### src/rtl/sal_pkg.sv
`default_nettype none
// ----------------------------------------------------------------------------
// sal_pkg
// Shared constants for the shifting array list: field widths, operation and
// status codes, default capacity.
// ----------------------------------------------------------------------------
package sal_pkg;

  localparam int CAPACITY_DEF = 32;

  localparam int DATA_W  = 32;
  localparam int POS_W   = 6;
  localparam int OP_W    = 2;
  localparam int STAT_W  = 2;
  localparam int COUNT_W = 6;

  localparam logic [OP_W-1:0] OP_TRAVERSE = 2'd0;
  localparam logic [OP_W-1:0] OP_INSERT   = 2'd1;
  localparam logic [OP_W-1:0] OP_DELETE   = 2'd2;

  localparam logic [STAT_W-1:0] ST_OK    = 2'd0;
  localparam logic [STAT_W-1:0] ST_RANGE = 2'd1;
  localparam logic [STAT_W-1:0] ST_FULL  = 2'd2;
  localparam logic [STAT_W-1:0] ST_EMPTY = 2'd3;

endpackage
`default_nettype wire

### src/rtl/sal_mem.sv
`default_nettype none
// ----------------------------------------------------------------------------
// sal_mem
// Element store: one write port, one read port, registered read data that
// holds until the next read.
// ----------------------------------------------------------------------------
module sal_mem
  import sal_pkg::*;
#(
  parameter int DEPTH = CAPACITY_DEF,
  parameter int WIDTH = DATA_W
) (
  input  wire                       clk,
  input  wire                       wr_en,
  input  wire  [$clog2(DEPTH)-1:0]  wr_addr,
  input  wire  [WIDTH-1:0]          wr_data,
  input  wire                       rd_en,
  input  wire  [$clog2(DEPTH)-1:0]  rd_addr,
  output logic [WIDTH-1:0]          rd_data
);

  logic [WIDTH-1:0] mem [DEPTH];

  always_ff @(posedge clk) begin
    if (wr_en) begin
      mem[wr_addr] <= wr_data;
    end
    if (rd_en) begin
      rd_data <= mem[rd_addr];
    end
  end

endmodule
`default_nettype wire

### src/rtl/shifting_array_list.sv
`default_nettype none
// An error gives a single status word through S_RESP; an unused op gives none.
// Insert shifts the entries from the position on one place up, delete those above it
// one place down: one entry moves per cycle through the single read and single write
// port. Traverse: one word a cycle unless m_tready stalls. No new word is accepted
// until the operation completes. Reset clears the entry count, state, pending read
// and output valid; store contents are left as they are.
// ----------------------------------------------------------------------------
// shifting_array_list
// Ordered list of signed 32-bit values with insert, delete and traverse,
// shifting entries one at a time through a small sequencer.
// ----------------------------------------------------------------------------
module shifting_array_list
  import sal_pkg::*;
#(
  parameter int CAPACITY = CAPACITY_DEF
) (
  input  wire         clk,
  input  wire         rst,
  input  wire         s_tvalid,
  output logic        s_tready,
  input  wire  [39:0] s_tdata,   // position[5:0], value[37:6], zero pad[39:38]
  input  wire  [1:0]  s_tuser,   // op[1:0]
  output logic        m_tvalid,
  input  wire         m_tready,
  output logic [39:0] m_tdata,   // data[31:0], status[33:32], count[39:34]
  output logic        m_tlast
);

  localparam int AW = $clog2(CAPACITY);
  localparam int CW = $clog2(CAPACITY + 1);
  localparam int PW = (CW > POS_W) ? CW : POS_W;

  typedef enum logic [1:0] {S_IDLE, S_SHIFT, S_TRAV, S_RESP} state_t;

  state_t              state;
  logic [CW-1:0]       count;
  logic [CW-1:0]       rem;
  logic [AW-1:0]       idx;
  logic [AW-1:0]       last_addr;
  logic [AW-1:0]       pos_q;
  logic [DATA_W-1:0]   value_q;
  logic                up;
  logic                rd_pend;
  logic                rd_last;
  logic [STAT_W-1:0]   resp_status;
  logic [COUNT_W-1:0]  resp_count;

  logic [DATA_W-1:0]   out_data;
  logic [STAT_W-1:0]   out_status;
  logic [COUNT_W-1:0]  out_count;
  logic                out_last;

  logic                wr_en;
  logic [AW-1:0]       wr_addr;
  logic [DATA_W-1:0]   wr_data;
  logic                rd_en;
  logic [DATA_W-1:0]   rd_data;

  logic [OP_W-1:0]     in_op;
  logic [POS_W-1:0]    in_pos;
  logic [DATA_W-1:0]   in_value;
  logic [PW-1:0]       pos_ext;
  logic [PW-1:0]       count_ext;
  logic                out_free;
  logic                out_load;
  logic                accept;

  assign in_op     = s_tuser;
  assign in_pos    = s_tdata[POS_W-1:0];
  assign in_value  = s_tdata[POS_W +: DATA_W];
  assign pos_ext   = PW'(in_pos);
  assign count_ext = PW'(count);
  assign out_free  = !m_tvalid || m_tready;
  assign out_load  = out_free && (((state == S_TRAV) && rd_pend) || (state == S_RESP));
  assign s_tready  = (state == S_IDLE);
  assign accept    = s_tvalid && s_tready;

  assign m_tdata = {out_count, out_status, out_data};
  assign m_tlast = out_last;

  sal_mem #(
    .DEPTH (CAPACITY),
    .WIDTH (DATA_W)
  ) u_mem (
    .clk     (clk),
    .wr_en   (wr_en),
    .wr_addr (wr_addr),
    .wr_data (wr_data),
    .rd_en   (rd_en),
    .rd_addr (idx),
    .rd_data (rd_data)
  );

  // shifted word goes one place up or down from where it was read;
  // the inserted value lands last, once the pipe is empty
  always_comb begin
    wr_en   = 1'b0;
    wr_addr = pos_q;
    wr_data = value_q;
    rd_en   = 1'b0;
    case (state)
      S_SHIFT: begin
        rd_en = (rem != '0);
        if (rd_pend) begin
          wr_en   = 1'b1;
          wr_addr = up ? last_addr + 1'b1 : last_addr - 1'b1;
          wr_data = rd_data;
        end else if (rem == '0) begin
          wr_en = up;
        end
      end
      S_TRAV: begin
        rd_en = (rem != '0) && (!rd_pend || out_free);
      end
      default: begin
      end
    endcase
  end

  always_ff @(posedge clk) begin
    if (rst) begin
      state    <= S_IDLE;
      count    <= '0;
      rd_pend  <= 1'b0;
      m_tvalid <= 1'b0;
    end else begin
      if (out_load) begin
        m_tvalid <= 1'b1;
      end else if (m_tready) begin
        m_tvalid <= 1'b0;
      end
      case (state)
        S_IDLE: begin
          if (accept) begin
            pos_q   <= AW'(in_pos);
            value_q <= in_value;
            rd_pend <= 1'b0;
            case (in_op)
              OP_TRAVERSE: begin
                if (count == '0) begin
                  resp_status <= ST_EMPTY;
                  resp_count  <= '0;
                  state       <= S_RESP;
                end else begin
                  idx   <= '0;
                  rem   <= count;
                  state <= S_TRAV;
                end
              end
              OP_INSERT: begin
                resp_count <= COUNT_W'(count);
                if (count_ext >= PW'(CAPACITY)) begin
                  resp_status <= ST_FULL;
                  state       <= S_RESP;
                end else if (pos_ext > count_ext) begin
                  resp_status <= ST_RANGE;
                  state       <= S_RESP;
                end else begin
                  up    <= 1'b1;
                  idx   <= AW'(count - CW'(1));
                  rem   <= CW'(count_ext - pos_ext);
                  state <= S_SHIFT;
                end
              end
              OP_DELETE: begin
                resp_count <= COUNT_W'(count);
                if (count == '0) begin
                  resp_status <= ST_EMPTY;
                  state       <= S_RESP;
                end else if (pos_ext >= count_ext) begin
                  resp_status <= ST_RANGE;
                  state       <= S_RESP;
                end else begin
                  up    <= 1'b0;
                  idx   <= AW'(in_pos) + 1'b1;
                  rem   <= CW'(count_ext - pos_ext - PW'(1));
                  state <= S_SHIFT;
                end
              end
              default: begin
              end
            endcase
          end
        end

        S_SHIFT: begin
          if (rem != '0) begin
            idx       <= up ? idx - 1'b1 : idx + 1'b1;
            rem       <= rem - 1'b1;
            last_addr <= idx;
            rd_pend   <= 1'b1;
          end else begin
            rd_pend <= 1'b0;
            if (!rd_pend) begin
              count       <= up ? count + 1'b1 : count - 1'b1;
              resp_count  <= up ? COUNT_W'(count + 1'b1) : COUNT_W'(count - 1'b1);
              resp_status <= ST_OK;
              state       <= S_RESP;
            end
          end
        end

        S_TRAV: begin
          if (rd_en) begin
            idx     <= idx + 1'b1;
            rem     <= rem - 1'b1;
            rd_last <= (rem == CW'(1));
            rd_pend <= 1'b1;
          end else if (out_free) begin
            rd_pend <= 1'b0;
          end
          if (rd_pend && out_free) begin
            out_data   <= rd_data;
            out_last   <= rd_last;
            out_status <= ST_OK;
            out_count  <= COUNT_W'(count);
          end
          if (rem == '0 && (!rd_pend || out_free)) begin
            state <= S_IDLE;
          end
        end

        S_RESP: begin
          if (out_free) begin
            out_data   <= '0;
            out_last   <= 1'b1;
            out_status <= resp_status;
            out_count  <= resp_count;
            state      <= S_IDLE;
          end
        end

        default: begin
          state <= S_IDLE;
        end
      endcase
    end
  end

endmodule
`default_nettype wire
### config.mk
export PLATFORM = sky130hd
export DESIGN_NAME = shifting_array_list
export DESIGN_NICKNAME = d
export VERILOG_FILES = /design/src/rtl/sal_pkg.sv /design/src/rtl/sal_mem.sv /design/src/rtl/shifting_array_list.sv
export SDC_FILE = /design/constraint.sdc
export NUM_CORES = 1
export LEC_CHECK = 0
export ABC_AREA = 1
export BUFFER_PORTS_ARGS = -buffer_cell sky130_fd_sc_hd__buf_4
export CORE_MARGIN = 5
export CORE_UTILIZATION = 48
export CTS_CLUSTER_SIZE = 20
export DETAILED_ROUTE_END_ITERATION = 8
export PLACE_DENSITY = 0.75
export SLEW_MARGIN = 20
export SYNTH_ARGS = -nofsm -noshare
export SYNTH_HDL_FRONTEND = slang
export SYNTH_SLANG_ARGS = --single-unit
### constraint.sdc
create_clock -name clk -period 4.7 [get_ports clk]
set_input_delay 0.94 -clock clk [delete_from_list [all_inputs] [get_ports clk]]
set_output_delay 0.94 -clock clk [all_outputs]
set_load 0.05 [all_outputs]
== After elaboration in Yosys (flattened, before gate mapping) ==
Memories as Yosys holds them, arrays and structs flattened. A register that Yosys moved wholly into a read port is not among the register bits.
Index checks and enable logic that the tools add are counted.
W data, S select, Z words.

* Register bits: 114
* Bits in writable memories: 1024
* Input bits: 46
* Word-level logic and storage cells: 181
* Memories kept: 1

* $add $sub $neg: 10
* $lt $le $gt $ge: 3
* Equality and inequality tests: 29
* Multiplexer cells: 85
* Bitwise operators: 3
* Reduce and logical (&&, ||, !) cells: 33

{| class="wikitable"
|+ Memory list
! name !! depth !! bits a word !! read ports !! clocked after memory_dff !! wr ports !! RTL line !! source
|-
| u_mem.mem || 32 || 32 || 1 || 1 || 1 || sal_mem.sv:22 || <nowiki>logic [WIDTH-1:0] mem [DEPTH];</nowiki>
|}

{| class="wikitable"
|+ Operators with widths
! operator !! number
|-
| $mux W32 || 4
|-
| $mux W6 || 15
|-
| $pmux W32 S2 || 1
|-
| $mux W5 || 12
|-
| $mux W2 || 19
|-
| $pmux W6 S2 || 3
|-
| $pmux W6 S3 || 2
|-
| $pmux W5 S3 || 2
|-
| $ne A3 B3 Y1 const B || 7
|-
| $mux W1 || 18
|-
| $ne A2 B2 Y1 const B || 9
|-
| $sub A6 B1 Y6 const B || 3
|-
| $add A5 B1 Y5 const B || 3
|-
| $reduce_and A3 Y1 || 5
|-
| $logic_not A6 Y1 || 2
|-
| $pmux W2 S3 || 2
|-
| $reduce_and A11 Y1 || 1
|-
| $sub A5 B1 Y5 const B || 2
|-
| $reduce_and A9 Y1 || 1
|-
| $ne A4 B4 Y1 const B || 2
|-
| $pmux W2 S2 || 2
|-
| $pmux W2 S4 || 1
|-
| $reduce_and A8 Y1 || 1
|-
| $reduce_bool A2 Y1 || 4
|-
| 24 further kinds || 42
|}

== Longest topological paths before layout ==
Gate-level depths: netlist of run 1.

* Depth in word-level cells: 7
* Depth in mapped cells: 14

== Modules after synthesis ==
A second synthesis of run 1 with hierarchy kept.

* Cell total of the unflattened synthesis: 4196
* Area, all modules: 48813.1 um2

{| class="wikitable"
|+ By module, submodules not included
! module !! instances !! cells each !! area each (um2)
|-
| sal_mem || 1 || 3536 || 42726.0
|-
| shifting_array_list || 1 || 660 || 6087.1
|}

== Worst setup path before layout of run 1 ==
No wires, ideal clock.

* Kind: input-to-reg
* From: in rst
* To: reg out_last (netlist: m_tlast), enable pin
* Arrival: 4.210 ns
* Path slack: -0.012 ns
* Stages on the path: 2
* Path buffers: 1
* Cells stage by stage: clkbuf_1 a211oi_1

* Longest elaborated chain between the ends: 2

{| class="wikitable"
|+ RTL lines
! element !! RTL line !! source
|-
| from (decl) || shifting_array_list.sv:19 || <nowiki>input wire rst,</nowiki>
|-
| $not A1 Y1 (no source line) || n/a ||
|-
| $reduce_and A4 Y1 (no source line) || n/a ||
|-
| to (signal assigned) || shifting_array_list.sv:215 || <nowiki>out_last <= rd_last;</nowiki>
|-
| to (decl) || shifting_array_list.sv:52 || <nowiki>logic out_last;</nowiki>
|}

Every way passes these cells.
A chain may end at the register's enable or synchronous reset.

== Worst setup path in the final report of run 1 ==
* From: reg up
* To: mem u_mem.mem[31][31] (netlist name), enable pin

* Longest elaborated chain between the ends: 5
* Elaborated cells on any way between the ends: 8
* Those cells by class: 8 x mux

{| class="wikitable"
|+ RTL lines
! element !! RTL line !! source
|-
| from (decl) || shifting_array_list.sv:43 || <nowiki>logic up;</nowiki>
|-
| from (signal assigned) || shifting_array_list.sv:160 || <nowiki>up <= 1'b1;</nowiki>
|-
| from (signal assigned) || shifting_array_list.sv:175 || <nowiki>up <= 1'b0;</nowiki>
|-
| $mux W1 || shifting_array_list.sv:109 || <nowiki>end else if (rem == '0) begin</nowiki>
|-
| $mux W1 || shifting_array_list.sv:105 || <nowiki>if (rd_pend) begin</nowiki>
|-
| $mux W1 || shifting_array_list.sv:102 || <nowiki>case (state)</nowiki>
|-
| $mux W1 || sal_mem.sv:25 || <nowiki>if (wr_en) begin</nowiki>
|-
| $mux W1 (implied by the code) || sal_mem.sv:26 || <nowiki>mem[wr_addr] <= wr_data;</nowiki>
|-
| to (decl) || sal_mem.sv:22 ||
|}

Parallel ways exist; a longest one is shown, timed or not.

==> impl_summary.md, run 1 <==
Status
The flow ran to the end, and the final reports show no timing, DRC or antenna violations.

Die
The core region area is 98100 um^2. The die covers 105000 um^2. The top-level I/O count is 89. For this configuration, the core starts out at a cell density of 48.2%.

The placement row count is 115. The width of the die is 324 um. From bottom edge to top edge, the die measures 324 um.

Timing
Summed over all failing endpoints, the final setup total negative slack is 0 ns. The transition time at the pin with the least slew margin is 0.988 ns. Subtracting the final worst setup slack from the clock period gives 3.78 ns. The number of hold-slack violations in the final timing report is 0.

The post-route clock period utilization is 80.5%. For the final database, setup skew stands at 0.0234 ns. The relative max-transition margin is 34.1%. The final-report max-slew violation count is 0. Setup repair after global routing left no endpoint under its margin.

Setup violations remaining at the end of the flow were counted as 0. Timing would allow up to 264 MHz.

Critical path
The delay contributed by the slowest stage of the critical path is 0.60 ns. The signal on the critical path passes through clkinv_1 > ha_1 > a21oi_1 > nand2_1 > xnor2_1 > nand2_1 > o21ai_0 > inv_1 > nand3_1 > nor2_4 > buf_4. The required time at the endpoint of the critical path is 5.06 ns.

The data arrival time of the worst path is 4.15 ns. The dominant cell type by count on the critical path is sky130_fd_sc_hd__nand2_1. The largest individual stage delay along the critical path comes from the cell sky130_fd_sc_hd__nor2_4. The worst setup path startpoint is up. The path type of the worst setup path is reg -> reg. The worst flop-to-flop path startpoint is up. The type of element capturing the critical path is a flop.

The worst setup slack for register-to-register paths is 0.92 ns. The critical-path maximum fanout is 13. The end of the worst register-to-register path is u_mem.mem[31][31]. The worst register-to-register path has a depth of 11. The end point of the critical path is u_mem.mem[31][31]. The worst setup path is launched from a flop.

Placement
The count of buffers inserted at the top-level ports is 86. The detailed-placement wirelength estimate is 68300 um. At the end of routability-driven placement, the weighted congestion stood at 0.856. The instance area at placement is 50100 um^2.

CTS
Clock latency on the worst-skew pair, taken at its later pin, is 0.69 ns. The post-cts hold buffer count is 0. The clock tree root driver cell is sky130_fd_sc_hd__clkbuf_16. The clock-pin slew on the worst setup and hold paths is 0.07 ns. The number of cells upsized or downsized after cts is 0.

In this run, CTS created clock tree buffers numbering 111. Counting every sink on the clock net gives 1170. The maximum buffer depth of the clock tree is 3. The clock tree from TritonCTS is built. Post-CTS timing repair inserted 0 buffers for setup. The H-tree depth is 3.

Drt
The number of search-and-repair iterations in the first detailed-routing pass is 6. The routed layout has 30.3k vias. The total wire length is 118000 um.

After detailed routing, the number of vias per cell comes to 5.87. The routed design uses 14500 um of met3 wire. The post-route met1 wirelength is 46400 um. In the final routed layout, each cell accounts on average for 22.9 um. The residual antenna-violating net count after detailed routing is 0. The top layer used by detailed routing is met5.

After detailed routing, the number of remaining DRC violations is 0. The number of DRC markers after the initial detailed-route iteration is 4220. The routed wire length on met2 is 54200 um.

Power and ir drop
The power per unit of standard cell area is 474 nW/um^2. The maximum VDD drop is 313 uV. The post-layout total power is 25.3 mW.

For this design the static power due to leakage is 18.7 nW.

Synth
The net count after synthesis is 3758. The synthesized area divided by synthesized cell count is 12.8 um^2. Counting flops and latches in the post-synthesis netlist gives 1170.

Counting flops with a built-in enable in the synthesized netlist gives 1160. For this run, the number of Yosys warnings is 0. Sequential elements use 74.0% of the synthesized area. The count of different cell masters after synthesis is 39.

In the synthesized netlist, the number of instances is 3684. The top flip-flop cell by instance count after synthesis is sky130_fd_sc_hd__edfxtp_1. The synthesized cell area is 47300 um^2. Counting flops with an async set or reset pin after synthesis yields a share of 0%.

Cells and area
The most frequent standard cell in the layout excluding fill and tap cells is sky130_fd_sc_hd__edfxtp_1. The final-layout fill cell count is 7630. The total area of multi-input combinational cells is 11200 um^2.

The library cells used most frequently in the layout, excluding fill and tap cells, are sky130_fd_sc_hd__edfxtp_1 (1160), sky130_fd_sc_hd__nand2_1 (767), sky130_fd_sc_hd__o21ai_0 (332). From synthesis to final layout, the design area changed by 12.9%. Summing all non-filler instances in the final layout gives an area of 53400 um^2. Across the whole layout, storage elements account for 35000 um^2. The share of the core filled with cells in the final layout is 54.5%.

The post-route netlist has 11.5% of its cells at a drive strength greater than 1. In the final design database the tool counted 3849 nets.

Global route
The pin count of the biggest net entering global routing is 177. The total congestion overflow is 0. The number of global-route vias before repair is 28.9k. The first-pass GRT wire length is 176000 um. Global routing consumed, over all layers together, 22.0% of the routing resources. The number of antenna violations at the first check in global routing is 3.

Min path
The worst hold path belongs to the class in -> reg. The hold path startpoint is s_tdata[22].

Run
The max-capacitance violation count is 0.
[kinds of logic (layout without fill, tap and decap cells)]
| group | Yosys count | count (layout) | share of synthesized area (%) |
|---|---|---|---|
| buffers and inverters | 346 | 527 | 3.19 |
| XOR/XNOR | 16 | 16 | 0.296 |
| multiplexers | 96 | 96 | 2.03 |
| other | 0 | 1 | 0 |
| AO/OA/AOI/OAI | 836 | 836 | 9.80 |
| adder cells (fa/ha/maj) | 28 | 28 | 0.772 |
| flip-flops | 1170 | 1170 | 74.0 |
| AND/OR/NAND/NOR | 1192 | 1192 | 9.90 |
[registers in the layout (all words and copies together), names as in the netlist, 5 cells and up]
register	cells
idx	5
resp_count	6
rem	6
last_addr	5
value_q	32
u_mem.rd_data	32
u_mem.mem	1024
pos_q	5
count	6
out_data	32
out_count	6
[cell usage after synthesis (20+ instances only)]
master	n	area, um^2
sky130_fd_sc_hd__nand3_1	105	526
sky130_fd_sc_hd__o21ai_0	364	1820
sky130_fd_sc_hd__buf_4	21	158
sky130_fd_sc_hd__a211oi_1	33	248
sky130_fd_sc_hd__mux2i_1	96	961
sky130_fd_sc_hd__edfxtp_1	1160	34800
sky130_fd_sc_hd__nor2_1	293	1100
sky130_fd_sc_hd__clkbuf_1	108	405
sky130_fd_sc_hd__nand2_1	768	2880
sky130_fd_sc_hd__o211ai_2	20	250
sky130_fd_sc_hd__a21oi_1	262	1310
sky130_fd_sc_hd__ha_1	26	325
sky130_fd_sc_hd__buf_2	70	350
sky130_fd_sc_hd__o22ai_1	135	845
sky130_fd_sc_hd__inv_1	119	447
[how the worst min path moves through the flow]
stage / cells after the start / end / slack, ns
2_1_floorplan: 0 / last_addr[2] / 0.42
4_1_cts: 1 / value_q[15] / 0.41
6_report: 1 / value_q[16] / 0.45
3_3_place_gp: 2 / state[1] / 0.50
3_5_place_dp: 2 / state[1] / 0.52
5_1_grt: 1 / value_q[3] / 0.42
[layout make-up]
class / instances / share of cell area, %
inverter: 127 / 0.922
multi-input combinational: 2168 / 21.0
antenna: 1 / 0.00468
clock buffer: 143 / 5.46
timing repair buffer: 197 / 3.21
clock inverter: 60 / 0.848
sequential: 1170 / 65.6
tap: 1287 / 3.01
[worst max-delay path: cells and delay by family, from the launching register on]
| family | cells | cell delay [ns] |
|---|---|---|
| buf+inv | 3 | 0.85 |
| simple gates | 4 | 1.21 |
| compound gates | 2 | 0.44 |
| fa+ha+maj | 1 | 0.44 |
| xor+xnor | 1 | 0.12 |
| flops | 1 | 0.36 |
[per-layer routing]
layer | GRT usage (%) | up-vias
li1 | - | 13500
met4 | 5.75 | 4
met5 | 0 | -
met2 | 34.3 | 1796
met3 | 5.97 | 214
met1 | 31.1 | 14700
[metrics by stage]
stage	hold WS, ns	setup WS, ns	cells
floorplan	0.421	0.942	3684
global placement	0.500	1.07	4949
detailed placement	0.515	0.989	4949
CTS	0.413	0.963	5152
global route	0.422	0.661	5152
finish	0.446	0.916	5153
[where the power goes]
part | total [mW] | internal (mW) | switching [mW]
sequential | 12.3 | 12.2 | 0.122
combinational | 4.67 | 1.18 | 3.49
clock | 8.33 | 4.60 | 3.72
(Power assumes the default switching activity.)
==> run 2: changes to the inputs <==
Clock period 4.7 ns to 3.3 ns, I/O delays scaled along.
==> run 2 against run 1 <==
  * Worst hold slack lost 0.30 ns
  * Final cell count grew 0.72%
  * Wire length shrank 2.2%
  * Register-to-register slack lost 0.65 ns
  * Critical path depth shrank 3
  * Fmax grew 25%
  * Sequential share of layout area shrank 0.79 points
  * Largest cell class unchanged
  * Highest routed layer is now met4
==> impl_summary.md, run 2 (synthesized netlist as in run 1, its figures left out) <==
Status
The flow ran to the end, and the final reports show no timing, DRC or antenna violations.

Drt
The DRC violation count after routing is 0. The residual antenna-violating net count after detailed routing is 0. In this run, the number of DRC markers left after iteration 0 of detailed routing was 4110.

The first detailed-routing pass ran for 6 iterations. The average wire length per cell after detail routing is 22.2 um. The total wire length is 115000 um. The detail-routed via count per cell is 5.82.

The detailed router placed 30.2k vias in this run.

Critical path
The endpoint identified for the worst register-to-register timing path is u_mem.mem[27][2]. Measured in cells, the most critical reg-to-reg path has a length of 8. The critical path is of the reg -> reg type. The type of element capturing the critical path is a flop. The required time at the endpoint of the critical path is 3.65 ns. The cell type group with the largest total delay on the critical path is simple AND/OR/NAND/NOR gates. In this design, the stage delay of the slowest critical-path cell is 0.59 ns. The end point of the critical path is u_mem.mem[27][2]. Data arrives at the worst endpoint at 3.38 ns. In this run the register-to-register setup slack is 0.27 ns. The critical path's slowest cell is sky130_fd_sc_hd__nand3_2.

The number of buffers and inverters on the critical path is 2. The critical-path maximum fanout is 19. The number of stages on the worst setup path is 8.

The cell that appears most often on the critical path is sky130_fd_sc_hd__nor2_1. The worst setup path startpoint is rem[2]. The critical path startpoint category is a flop.

The critical path goes through nor2_1 > nand3_1 > nor2_1 > inv_1 > o21ai_2 > nand3_2 > nor2_4 > buf_4. The worst register-to-register path begins at rem[2].

CTS
Clock tree synthesis selected as its root buffer the cell sky130_fd_sc_hd__clkbuf_16. The maximum buffer depth of the clock tree is 3. The number of gates resized after CTS was 0. The CTS sink count is 1170.

The post-cts hold buffer count is 0. The H-tree was split into 3 levels. For the worst-skew pair, the clock arrives at the later sink with an insertion delay of 0.69 ns.

The count of buffers added by post-CTS timing repair for setup is 0. TritonCTS built the clock tree. After clock tree synthesis, the clock-pin slew on the worst setup and hold paths is 0.06 ns. Clock tree synthesis inserted a total of 112 buffers.

Global route
The pin count of the biggest net entering global routing is 145. The number of antenna violations at the first check in global routing is 3. The aggregate global-route resource usage is 21.6%. The total congestion overflow is 0. The number of global-route vias before repair was 28.7k. The first global-routing pass estimated 174000 um of wire.

Cells and area
The final design area excluding fillers is 54100 um^2. The most frequent standard cell in the layout excluding fill and tap cells is sky130_fd_sc_hd__edfxtp_1. The register bank with the most flops is u_mem.mem. The total number of nets in the final design is 3882. Cells with a size suffix above 1 make up 12.2% of the layout. Summing all multi-input logic gate instances after layout gives 11200 um^2.

The finished layout holds 5190 standard cells, fillers aside. The flip-flop count of the largest register, all copies and words added is 1024. The layout-stage area growth over the synthesis result is 14.3%. The sequential cell area is 35000 um^2. In the layout the commonest cells are sky130_fd_sc_hd__edfxtp_1 (1160), sky130_fd_sc_hd__nand2_1 (767), sky130_fd_sc_hd__o21ai_0 (332). After filler insertion, the fill cell instance count of the layout stands at 7553.

Timing
Setup violations remaining at the end of the flow were counted as 0. For the final database, setup skew stands at 0.0273 ns. The worst pin sits at a relative slew slack of 26.9%. Of the available clock period, the critical path in the final layout requires 91.9%.

The transition time at the pin with the least slew margin is 1.09 ns. Setup repair after global routing left no endpoint under its margin. The post-route minimum period is 3.03 ns. The fmax is 330 MHz. The number of hold-slack violations in the final timing report is 0. For the final routed database, the setup TNS stands at 0 ns. The final-report max-slew violation count was 0.

Power and ir drop
The maximum VDD drop is 420 uV. Summed over all cells, the static leakage comes to 19.0 nW. The power per unit of standard cell area is 672 nW/um^2. The post-layout total power is 36.4 mW.

Placement
During placement, the flow inserted port buffers numbering 86. The instance area at placement is 50600 um^2. The total instance count after detailed placement is 4981.

The detailed-placement wirelength estimate is 68600 um. At the end of routability-driven placement, the weighted congestion stood at 0.877.

Die
The die covers 105000 um^2. The height of the die is 324 um. The die is 324 um wide. The core region area is 98100 um^2. The placement row count is 115. Once the floorplan was initialized, standard cells occupied 48.2% of the core.

In this run the count of I/O pins placed on the die edge is 89.

Min path
The min-delay analysis places its worst path in the category in -> reg.

Run
The max-capacitance violation count is 0.
run 2: cell count changes in the layout (fill, tap and decap cells not counted):
cell and change:
sky130_fd_sc_hd__buf_4 +7, sky130_fd_sc_hd__clkinvlp_4 +1, sky130_fd_sc_hd__bufinv_16 +1, sky130_fd_sc_hd__buf_12 +25, sky130_fd_sc_hd__clkinv_1 +6, sky130_fd_sc_hd__o21ai_1 +2
sky130_fd_sc_hd__o21ai_4 +4, sky130_fd_sc_hd__inv_1 -1, sky130_fd_sc_hd__clkbuf_16 +2, sky130_fd_sc_hd__clkinv_2 -1, sky130_fd_sc_hd__clkinv_4 -3, sky130_fd_sc_hd__o21ai_2 -6
run 2: worst min-delay path by stage:
stage / startpoint / endpoint / slack (ns) / cells past startpoint
6_report: s_tdata[9] / value_q[3] / 0.15 / 1
4_1_cts: s_tdata[21] / value_q[15] / 0.11 / 1
5_1_grt: s_tdata[27] / value_q[21] / 0.13 / 1
3_5_place_dp: count[0] / count[0] / 0.51 / 1
3_3_place_gp: resp_status[0] / out_status[0] / 0.49 / 2
2_1_floorplan: idx[2] / last_addr[2] / 0.42 / 0
run 2: where the power goes:
part | switching, mW | internal (mW)
Combinational | 4.95 | 1.79
Sequential | 0.159 | 17.4
Clock | 5.33 | 6.73
run 2: through the flow:
| step | hold WS, ns | worst slack [ns] | utilization (%) |
|---|---|---|---|
| 6_report | 0.145 | 0.267 | 55.1 |
| 5_1_grt | 0.133 | 0.140 | 55.1 |
| 4_1_cts | 0.114 | 0.286 | 55.1 |
| 3_5_place_dp | 0.510 | 0.291 | 51.6 |
| 3_3_place_gp | 0.492 | 0.377 | 51.6 |
| 2_1_floorplan | 0.421 | -0.429 | - |
run 2: area by class of cell:
type,instances,share of cell area (%)
tap,1287,2.98
multi-input combinational,2168,20.8
clock inverter,63,0.886
antenna,1,0.00463
timing repair buffer,229,4.20
sequential,1170,64.8
clock buffer,145,5.49
inverter,127,0.909
run 2: layer usage:
layer,GRT usage (%),vias to the layer above,part of all wire (%)
met2,34.5,1702,47
met1,31.4,14800,40
met3,3.83,153,11
met4,4.86,0,1.6
li1,-,13600,-
met5,0,-,0
